**config.mk**
```make
export PLATFORM = sky130hd
export DESIGN_NAME = lr4x_ctrl
export DESIGN_NICKNAME = d
export VERILOG_FILES = /design/src/rtl/lr4x_pkg.sv /design/src/rtl/lr4x_ctrl.sv
export SDC_FILE = /design/constraint.sdc
export NUM_CORES = 1
export LEC_CHECK = 0
export ABC_CLOCK_PERIOD_IN_PS = 1700
export BUFFER_PORTS_ARGS = -buffer_cell sky130_fd_sc_hd__buf_4
export CELL_PAD_IN_SITES_DETAIL_PLACEMENT = 0
export CELL_PAD_IN_SITES_GLOBAL_PLACEMENT = 1
export CORE_UTILIZATION = 36
export DETAILED_ROUTE_END_ITERATION = 8
export PLACE_DENSITY = 0.75
export SLEW_MARGIN = 20
export SYNTH_ARGS = -nofsm -noshare
export SYNTH_HDL_FRONTEND = slang
export SYNTH_SLANG_ARGS = --single-unit
```
**constraint.sdc**
```tcl
create_clock -name aclk -period 1.7 [get_ports aclk]
set_input_delay 0.17 -clock aclk [delete_from_list [all_inputs] [get_ports aclk]]
set_output_delay 0.17 -clock aclk [all_outputs]
set_load 0.02 [all_outputs]
```
**src/rtl/lr4x_pkg.sv**
```systemverilog
`default_nettype none
package lr4x_pkg;

    typedef struct packed {
        logic [1:0]         mode;
        logic signed [15:0] sample;
    } lr4x_in_t;

    typedef struct packed {
        logic signed [15:0] left_value;
        logic signed [15:0] right_value;
    } lr4x_out_t;

    localparam logic [1:0] MODE_AUDIO = 2'd0;
    localparam logic [1:0] MODE_DIAG  = 2'd1;
    localparam logic [1:0] MODE_LED   = 2'd2;

    localparam logic [2:0] REG_BYPASS   = 3'd0;
    localparam logic [2:0] REG_SUB_R    = 3'd1;
    localparam logic [2:0] REG_LP_B0    = 3'd2;
    localparam logic [2:0] REG_HP_B0    = 3'd3;
    localparam logic [2:0] REG_A1       = 3'd4;
    localparam logic [2:0] REG_A2       = 3'd5;
    localparam logic [2:0] REG_SUB_GAIN = 3'd6;
    localparam logic [2:0] REG_WIDE_GAIN = 3'd7;

    localparam int NUM_REGS = 8;

    // datapath micro-operations
    typedef enum logic [3:0] {
        OP_LOAD_X,   // x <- sample*2^24, pick branch coefficient
        OP_Y,        // y <- sat(rnd(b0*x) + z1)
        OP_N1,       // z1 <- sat(rnd(b1*x) - rnd(a1*y) + z2)
        OP_N2,       // z2 <- sat(rnd(b0*x) - rnd(a2*y)), x <- y
        OP_GAIN,     // branch result <- sat16(rnd(y*gain))
        OP_NONE
    } lr4x_op_t;

    typedef struct packed {
        lr4x_op_t   op;
        logic [1:0] stage;    // biquad index 0..3 (lp1, lp2, hp1, hp2)
        logic       branch;   // 0 lowpass, 1 highpass
        logic       clear_z;
        logic       phase;    // 0 low operand half, 1 high half and commit
    } lr4x_cmd_t;

    typedef struct packed {
        logic busy;
    } lr4x_sts_t;

endpackage
`default_nettype wire

```
**src/rtl/lr4x_ctrl.sv**
```systemverilog
`default_nettype none
module lr4x_ctrl (
    input  wire logic            aclk,
    input  wire logic            aresetn,
    input  wire logic            start,
    input  wire logic            clear_z,
    output lr4x_pkg::lr4x_cmd_t  cmd,
    output lr4x_pkg::lr4x_sts_t  sts,
    output logic                 done
);
    import lr4x_pkg::*;

    typedef enum logic [2:0] {
        ST_IDLE = 3'b001,
        ST_RUN  = 3'b010,
        ST_DONE = 3'b100
    } state_t;

    state_t     state_reg, state_next;
    logic [4:0] step_reg, step_next;

    // sequence: per branch, load x, then 3 ops per stage for two stages, then gain;
    // each op runs its low operand half first, then its high half
    always_comb begin
        state_next = state_reg;
        step_next  = step_reg;
        done       = 1'b0;
        cmd.op      = OP_NONE;
        cmd.branch  = step_reg[4];
        cmd.stage   = {step_reg[4], 1'b0};
        cmd.clear_z = clear_z;
        cmd.phase   = step_reg[0];
        case (step_reg[3:1])
            3'd0: cmd.op = OP_LOAD_X;
            3'd1: cmd.op = OP_Y;
            3'd2: cmd.op = OP_N1;
            3'd3: cmd.op = OP_N2;
            3'd4: begin cmd.op = OP_Y;  cmd.stage[0] = 1'b1; end
            3'd5: begin cmd.op = OP_N1; cmd.stage[0] = 1'b1; end
            3'd6: begin cmd.op = OP_N2; cmd.stage[0] = 1'b1; end
            default: cmd.op = OP_GAIN;
        endcase
        case (state_reg)
            ST_IDLE: begin
                cmd.op = OP_NONE;
                step_next = '0;
                if (start) state_next = ST_RUN;
            end
            ST_RUN: begin
                step_next = step_reg + 5'd1;
                if (step_reg == 5'd31) state_next = ST_DONE;
            end
            ST_DONE: begin
                cmd.op = OP_NONE;
                done = 1'b1;
                state_next = ST_IDLE;
            end
            default: state_next = ST_IDLE;
        endcase
    end

    always_ff @(posedge aclk) begin
        if (!aresetn) begin
            state_reg <= ST_IDLE;
            step_reg  <= '0;
        end else begin
            state_reg <= state_next;
            step_reg  <= step_next;
        end
    end

    assign sts.busy = (state_reg != ST_IDLE);
endmodule
`default_nettype wire

```
### After elaboration in Yosys (flattened, before gate mapping)

Index checks and enable logic that the tools add are counted.

* word-level logic and storage cells: 32
* output and inout bits: 11
* input port bits: 4
* bits in registers: 8

* $add $sub $neg: 1
* muxes and demuxes: 8
* eq/ne operators: 13
* reduce and logical (&&, ||, !) cells: 8

Operators with widths (number)
* $eq 3x3->1 const B: 4
* $pmux 3 s4: 1
* $pmux 5 s2: 1
* $eq 3x2->1 const B: 3
* $reduce_or 2->1: 4
* $eq 3x1->1 const B: 2
* $mux 3: 2
* $pmux 3 s2: 1
* $add 5x1->5 const B: 1
* $eq 5x5->1 const B: 1
* $mux 4: 1
* $ne 2x2->1 const B: 2
* $logic_not 3->1: 1
* $ne 3x1->1 const B: 1
* $reduce_or 3->1: 1
* $mux 1: 2
* $reduce_and 2->1: 1
* $reduce_bool 2->1: 1

### Longest topological paths before layout

Gate-level depths: netlist (run 1).

* depth after elaboration: 4
* depth in mapped cells: 5
* depth with buffers taken out: 5

### Least setup slack after synthesis (run 1)

OpenSTA, ideal clock, no wires.

* kind: reg2reg
* start point: register step_reg[1]
* end point: register state_reg[1]
* buffers on the path: 0
* clock period less this slack: 1380 ps
* arrival: 1311 ps
* setup time: 70 ps
* path slack: 320 ps
* required time: 1630 ps
* cell stages (with the launch flop): 6
* cell sequence: dfxtp_1 -> ha_1 -> and3_1 -> ha_1 -> or3_1 -> a21oi_1

* word-level cells in the longest chain between the ends: 3

RTL lines
* from (decl): RTL line lr4x_ctrl.sv:20 `logic [4:0] step_reg, step_next;`
* from (signal assigned): RTL line lr4x_ctrl.sv:68 `step_reg <= step_next;`
* $eq 5x5->1: RTL line lr4x_ctrl.sv:51 `if (step_reg == 5'd31) state_next = ST_DONE;`
* $ne 2x2->1 (no line)
* $reduce_and 2->1 (no line)
* to (signal assigned): RTL line lr4x_ctrl.sv:67 `state_reg <= state_next;`
* to (decl): RTL line lr4x_ctrl.sv:19 `state_t state_reg, state_next;`

Every way passes these cells.
A chain may end at the register's enable or synchronous reset.

==> results of run 1 <==
==> power by group <==
group,switching (uW),total [uW],internal [uW]
clock network,67.5,148,81.0
registers,11.6,203,192
logic,38.6,72.4,33.8
total,118,424,306
==> kinds of logic (layout without fill, tap and decap cells) <==
group	after synthesis	count (layout)	share of synthesized area
xor gates and xnor gates	3	3	0.0461
and+or+nand+nor	23	23	0.248
buffers and inverters	12	20	0.138
muxes	1	1	0.0175
adders and majority gates	2	2	0.0439
AOI/OAI and AO/OA	19	19	0.219
DFF	8	8	0.281
other	1	1	0.00657
==> synthesized netlist by cell type (2+ instances only) <==
master / number
dfxtp_1: 8
o211ai_1: 2
nor2_1: 4
and3_1: 2
buf_4: 5
nand2_1: 5
buf_2: 4
o21ai_0: 3
a21boi_1: 3
or3_1: 2
nand2b_1: 2
xnor2_1: 2
a21oi_1: 4
ha_1: 2
==> per-layer routing <==
| layer | up-vias | global-route usage | wire length [um] |
|---|---|---|---|
| li1 | 255 | - | - |
| met3 | 6 | 0.0739 | 76 |
| met1 | 225 | 0.196 | 586 |
| met4 | 0 | 0.0968 | 43 |
| met2 | 20 | 0.203 | 499 |
| met5 | - | 0 | 0 |
==> through the flow <==
step	utilization	cells
2_1_floorplan	-	69
6_report	0.441	93
4_1_cts	0.441	93
5_1_grt	0.441	93
3_5_place_dp	0.426	90
3_3_place_gp	0.426	90
==> placed cells by master, fill, tap and decap left out, drive strengths merged, types with 3 or more instances in the layout <==
master   n
buf     15
dfxtp    8
nand2    5
nor2     4
a21oi    4
o21ai    4
a21boi   4
clkbuf   3
==> final cells by class <==
cell class | instances | area, um2 | share of cell area
Tap cell | 16 | 20.0 | 0.0305
Multi-Input combinational cell | 49 | 332 | 0.505
Timing Repair Buffer | 15 | 113 | 0.171
Sequential cell | 8 | 160 | 0.244
Inverter | 2 | 10.0 | 0.0152
Clock buffer | 3 | 22.5 | 0.0343
==> worst paths after layout <==
kind	from	endpoint	slack (ps)	depth (start not counted)
max	state_reg[0]	cmd[7]	90	4
min	aresetn	step_reg[2]	210	3
max reg2reg	step_reg[0]	state_reg[1]	290	5
min reg2reg	step_reg[4]	step_reg[4]	510	2
==> worst reg2reg max path, delay by kind of cell (launching register included) <==
| family | cells | cell delay, ps |
|---|---|---|
| simple gates | 2 | 500 |
| fa+ha+maj | 2 | 400 |
| compound gates | 1 | 140 |
| flops | 1 | 310 |
==> metrics.yaml, run 1 <==
critPathSlowestCell: "dfxtp_1"
worstPathCellList: "xnor2_1, nor2_1, a31o_2, buf_4"
synth_top_area_frac: 0.281
synth_area_per_cell_um2: 8.27
fin_setup_tns_ps: 0
yosys.area.top_type: "dfxtp_1"
syn-cell-area_um2: 571
synth_flop_cell: "dfxtp_1"
drtIter0Drc: 22
synth_area_leaders: "dfxtp_1, buf_4, ha_1, a21boi_1, a21oi_1"
syn_nets: 75
p_total_uw: 424
die-height_um: 41.8
crit_buf_inv: 1
htree_levels: 1
gp_congestion: 0.775
crit_required_ps: 1530
routedWlPerCell_um: 13.0
dr.pass1.iters: 4
final_nets: 85
drive_above_1_share: 0.312
die_area_um2: 1750
max_stage_delay_ps: 540
crit_family: "flip-flops"
holdWs_ps: 212
grt_antenna_before_repair: 0
fp.dieW_um: 41.8
grt_pass1_wl_um: 2010
cts_buffers: 3
outcome: "finished, final reports clean"
cts_setup_buffers: 0
grt_pass1_vias: 463
ir_drop_uv: 395
dp_hpwl_um: 861
insertion_delay_ps: 260
ys_seq_area_frac: 0.281
clock.fmax_mhz: 620
initial_utilization: 0.383
fillers: 153
antenna_left: 0
critPathArrivalTime_ps: 1440
cts_buffer_depth: 2
yosys_warnings: 0
place_area_um2: 634
design_area_um2: 657
drt_wl_total_um: 1210
clkTransAtPathRegs_ps: 60
timing_hold_violations_final: 0
synth-edff-count: 0
diodes: 0
synthArstFlopShare: 0
synth_cells: 69
ys_types: 35
critPathLaunchType: "flip-flop"
endpoint_kind: "output port"
rsz0062_at_grt: "false"
io_pins: 15
dr_total_vias: 506
setup_viol: 0
post-route-drc-count: 0
skew_ps: 5.74
core_um2: 1490
powerDensity_nw_per_um2: 646
cts-resized-gates: 0
root_buffer: "clkbuf_4"
setup_slack_ps: 87.1
place_ws_ps: 316
hold_class: "in -> reg"
cts_tree: "yes"
fin_crit_sh: 0.949
vias_per_cell: 5.44
drv_slew: 0
period_needed_ps: 1610
worstSetupPathType: "reg -> out"
area.growth.synth_to_final_pct: 15.1
cts.sinks: 8
io_buffers: 11
largest_reg_flops: 5
ys_ff_latch: 8
leakagePower_uw: 0.000286
track_usage: 0.154
num_rows: 14
path_max_fanout: 9
cap_violations: 0
grt.overflow.total: 0
hold_buffers: 0
grt_start_max_net_pins: 14
(Power assumes the default switching activity.)
==> run 2: changes to the inputs <==
- ABC_AREA: unset -> 1
- CORE_ASPECT_RATIO: unset -> 1.1
- CORE_UTILIZATION: 36 -> 31
- PLACE_DENSITY: 0.75 -> 0.72
==> metrics.yaml, run 2 <==
outcome: "finished, final reports clean"
skew_ps: 7.53
yosys.area.top_type: "dfxtp_1"
p_total_uw: 499
die_area_um2: 1700
place_inst: 96
cts_buffer_depth: 2
antenna_left: 0
synth-edff-count: 0
diodes: 0
grt_start_max_net_pins: 9
dr_total_vias: 437
fin_crit_sh: 0.831
gp_congestion: 0.684
grt.overflow.total: 0
synth_area_leaders: "dfxtp_1, nand2_1, nor2_1, buf_4, inv_1"
ys_seq_area_frac: 0.335
largest_reg_flops: 5
io_pins: 15
path_max_fanout: 7
syn-cell-area_um2: 478
cts_tree: "yes"
yosys_warnings: 0
io_buffers: 11
core_um2: 1400
post-route-drc-count: 0
clkTransAtPathRegs_ps: 50
synth_area_per_cell_um2: 6.46
fin_cells: 99
synth.most_common_cell: "nand2_1"
layout_commonest_cell: "nand2_1"
fp.dieW_um: 39.4
fin_setup_tns_ps: 0
cts-resized-gates: 0
timing_hold_violations_final: 0
hold_class: "in -> reg"
syn_nets: 80
hold_buffers: 0
drt_wl_total_um: 886
area.growth.synth_to_final_pct: 18.3
root_buffer: "clkbuf_4"
ir_drop_uv: 347
ys_types: 16
critPathLaunchType: "flip-flop"
design_area_um2: 566
dp_hpwl_um: 686
finish.utilization: 0.404
grt_antenna_before_repair: 0
synthArstFlopShare: 0
leakagePower_uw: 0.000304
ys_ff_latch: 8
cap_violations: 0
rsz0062_at_grt: "false"
critPathArrivalTime_ps: 1240
synth_top_area_frac: 0.335
worstSetupPathType: "reg -> out"
crit_required_ps: 1530
drv_slew: 0
powerDensity_nw_per_um2: 882
num_rows: 14
die-height_um: 43.2
vias_per_cell: 4.41
place_area_um2: 543
initial_utilization: 0.341
endpoint_kind: "output port"
final_nets: 91
track_usage: 0.126
grt_pass1_wl_um: 1360
reg2reg_slack_ps: 480
cts_setup_buffers: 0
cts_buffers: 3
drtIter0Drc: 10
synth_cells: 74
grt_pass1_vias: 328
synth_flop_cell: "dfxtp_1"
final_cell_mix: "nand2_1, nor2_1, buf_4"
period_needed_ps: 1410
insertion_delay_ps: 260
htree_levels: 1
synth_common_cells: "nand2_1, nor2_1, inv_1, dfxtp_1, nand3_1"
drive_above_1_share: 0.265
fillers: 166
dr.pass1.iters: 4
cts.sinks: 8
clock.fmax_mhz: 708
setup_viol: 0
routedWlPerCell_um: 8.95
-- run 2: cell types whose count changed in the layout (fill, tap and decap cells not counted), sizes merged, moves of 4 or more --
| cell | delta |
|---|---|
| buf | -4 |
| nor2 | +8 |
| a21boi | -4 |
| nand2 | +12 |
| nand3 | +6 |
| inv | +11 |
-- run 2: layout make-up --
class	count	area [um2]	area share
multi-input combinational	48	231	0.409
clock buffer	3	22.5	0.0398
sequential	8	160	0.283
timing repair buffer	11	82.6	0.146
tap	16	20.0	0.0354
inverter	13	48.8	0.0863
-- run 2: stage by stage --
step / hold slack, ps / worst slack (ps)
2_1_floorplan: 257 / 411
4_1_cts: 169 / 266
6_report: 172 / 287
3_5_place_dp: 340 / 492
5_1_grt: 175 / 177
3_3_place_gp: 340 / 509
-- run 2: power breakdown --
group	leakage (uW)	switching (uW)	total [uW]	internal, uW
registers	0.0000650	12.0	210	198
logic	0.000225	89.1	140	50.9
clock network	0.0000138	68.2	149	81.1
total	0.000304	169	499	330
-- run 2: path summary, 6_finish.rpt --
| kind | start | end | depth (start not counted) |
|---|---|---|---|
| hold reg to reg | step_reg[4] | step_reg[4] | 2 |
| hold / removal | aresetn | state_reg[0] | 2 |
| setup reg to reg | step_reg[0] | step_reg[4] | 6 |
| setup / recovery | state_reg[1] | cmd[6] | 7 |
-- run 2: routing by layer --
layer,wire [um],up-vias,GRT usage,share of wire
li1,-,243,-,-
met1,443,181,0.162,0.50
met2,387,9,0.161,0.44
met3,39,4,0.0471,0.044
met4,16,0,0.103,0.018
met5,0,-,0,0
-- run 2: logic make-up (layout without fill, tap and decap cells) --
logic type / count (synthesis) / after routing / share of synthesized area
AOI/OAI and AO/OA: 8 / 8 / 0.0838
other: 1 / 1 / 0.00785
and+or+nand+nor: 37 / 37 / 0.340
adders and majority gates: 2 / 2 / 0.0523
DFF: 8 / 8 / 0.335
buffers and inverters: 18 / 27 / 0.181
-- run 2: critical path, cell delays in order, from the launching register on --
cell	delay, ps
dfxtp_1	380
inv_2	60
nand3_2	140
nand2_1	80
inv_2	70
nand2_2	40
nor2_1	80
buf_4	140
==> run 3: changes to the inputs <==
- ABC_CLOCK_PERIOD_IN_PS: 1700 -> 1400
- clock period: 1.7 -> 1.4 ns (I/O delays scaled with it)
==> metrics.yaml, run 3 (synthesis gave the netlist of run 2 again) <==
core_um2: 1400
setup_viol: 0
grt.overflow.total: 0
initial_utilization: 0.341
grt_start_max_net_pins: 9
fin_crit_sh: 0.932
p_clk_frac: 0.285
final_nets: 94
track_usage: 0.136
leakagePower_uw: 0.000318
endpoint_kind: "output port"
worst_r2r_endpoint: "state_reg[1]"
dr.pass1.iters: 4
insertion_delay_ps: 250
p_sw_frac: 0.331
vias_per_cell: 4.52
dp_hpwl_um: 738
drive_above_1_share: 0.337
regArea_um2: 163
place_area_um2: 566
drtIter0Drc: 8
worstSetupPathType: "reg -> out"
grt_pass1_wl_um: 1600
die-height_um: 43.2
io_buffers: 11
num_rows: 14
clkTransAtPathRegs_ps: 60
cts_buffer_depth: 2
critPathArrivalTime_ps: 1160
cts.sinks: 8
die_area_um2: 1700
multiInputGateArea_um2: 234
hold_class: "in -> reg"
fillers: 169
p_total_uw: 619
critPathLaunchType: "flip-flop"
critPathSlowestCell: "dfxtp_1"
crit_required_ps: 1260
gp_congestion: 0.674
fin_setup_tns_ps: 0
root_buffer: "clkbuf_4"
drv_slew: 0
period_needed_ps: 1300
reg2reg_slack_ps: 270
diodes: 0
hold_buffers: 0
worstPathCellList: "buf_4, nand2_1, inv_2, nand2_2, nand2_2, nor2_1, buf_4"
power.share.combinational: 0.304
routedWlPerCell_um: 9.20
skew_ps: 2.75
htree_levels: 1
fp.dieW_um: 39.4
largest_reg_flops: 5
area.growth.synth_to_final_pct: 24.1
ir_drop_uv: 358
max_stage_delay_ps: 310
path_max_fanout: 5
dr_total_vias: 461
switchingPower_uw: 205
crit-reg2reg-launch: "step_reg[0]"
hp-start: "aresetn"
rsz0062_at_grt: "false"
io_pins: 15
internal_power_uw: 414
outcome: "finished, final reports clean"
design_area_um2: 593
antenna_left: 0
setup_slack_ps: 95.1
timing_hold_violations_final: 0
crit_family: "buffers and inverters"
grt_antenna_before_repair: 0
powerDensity_nw_per_um2: 1040
post-route-drc-count: 0
final_cell_mix: "nand2_1, buf_4, nor2_1"
cts_buffers: 3
power_frac_seq: 0.411
place_ws_ps: 273
drt_wl_total_um: 938
cap_violations: 0
grt_pass1_vias: 408
min_to: "state_reg[0]"
finish.utilization: 0.423
clock.fmax_mhz: 766
cts_tree: "yes"
worst-r2r-cell-count: 7
crit_buf_inv: 3
min_path_cells: 2
## run 3: cell types whose count changed in the layout (fill, tap and decap cells not counted)
cell     before  now
buf_4        11   14
inv_1         9    8
dfxtp_1       8    6
nand2_1      15   14
nand2_2       2    3
dfxtp_2       0    2
inv_2         4    5
## run 3: timing repair
item	in CTS	in global routing
hold endpoints to repair	0	0
gates resized for setup	0	4
setup endpoints to repair	0	1
buffers inserted	0	0
## run 3: final cells by class
type	instances	share of cell area
clock buffer	3	0.0380
inverter	13	0.0823
multi-input combinational	48	0.395
sequential	8	0.274
tap	16	0.0338
timing repair buffer	14	0.177
## run 3: worst max-delay path by stage
| stage | from | to | slack, ps | cells after the start |
|---|---|---|---|---|
| 2_1_floorplan | state_reg[1] | cmd[6] | 140 | 6 |
| 3_3_place_gp | step_reg[0] | step_reg[4] | 300 | 6 |
| 3_5_place_dp | step_reg[0] | step_reg[4] | 270 | 6 |
| 4_1_cts | state_reg[0] | cmd[6] | 50 | 7 |
| 5_1_grt | step_reg[1] | cmd[6] | 5 | 7 |
| 6_report | step_reg[1] | cmd[6] | 100 | 7 |
## run 3: worst reg2reg max path: cells and delay by family, from the launching register on
| family | cells | cell delay (ps) |
|---|---|---|
| compound gates | 1 | 130 |
| fa+ha+maj | 2 | 380 |
| buf+inv | 1 | 50 |
| flops | 1 | 310 |
| simple gates | 3 | 210 |
## run 3: stage by stage
step | hold WS [ps] | instances
floorplan | 227 | 74
global placement | 280 | 99
detailed placement | 280 | 99
CTS | 129 | 102
global route | 144 | 102
finish | 136 | 102
## run 3: power by group through the flow
| stage | registers [uW] | clock network, uW | logic [uW] |
|---|---|---|---|
| after global routing | 256 | 196 | 210 |
| after detailed placement | 258 | 0 | 189 |
| after floorplan | 257 | 0 | 121 |
| after global placement | 257 | 0 | 191 |
| final | 255 | 177 | 188 |
| after CTS | 253 | 183 | 191 |
## run 3: per-layer routing
metal,GRT usage,vias up,share of wire
met5,0,-,0
met2,0.193,10,0.46
met4,0.0828,0,0.0075
met1,0.179,201,0.48
li1,-,248,-
met3,0.0314,2,0.050
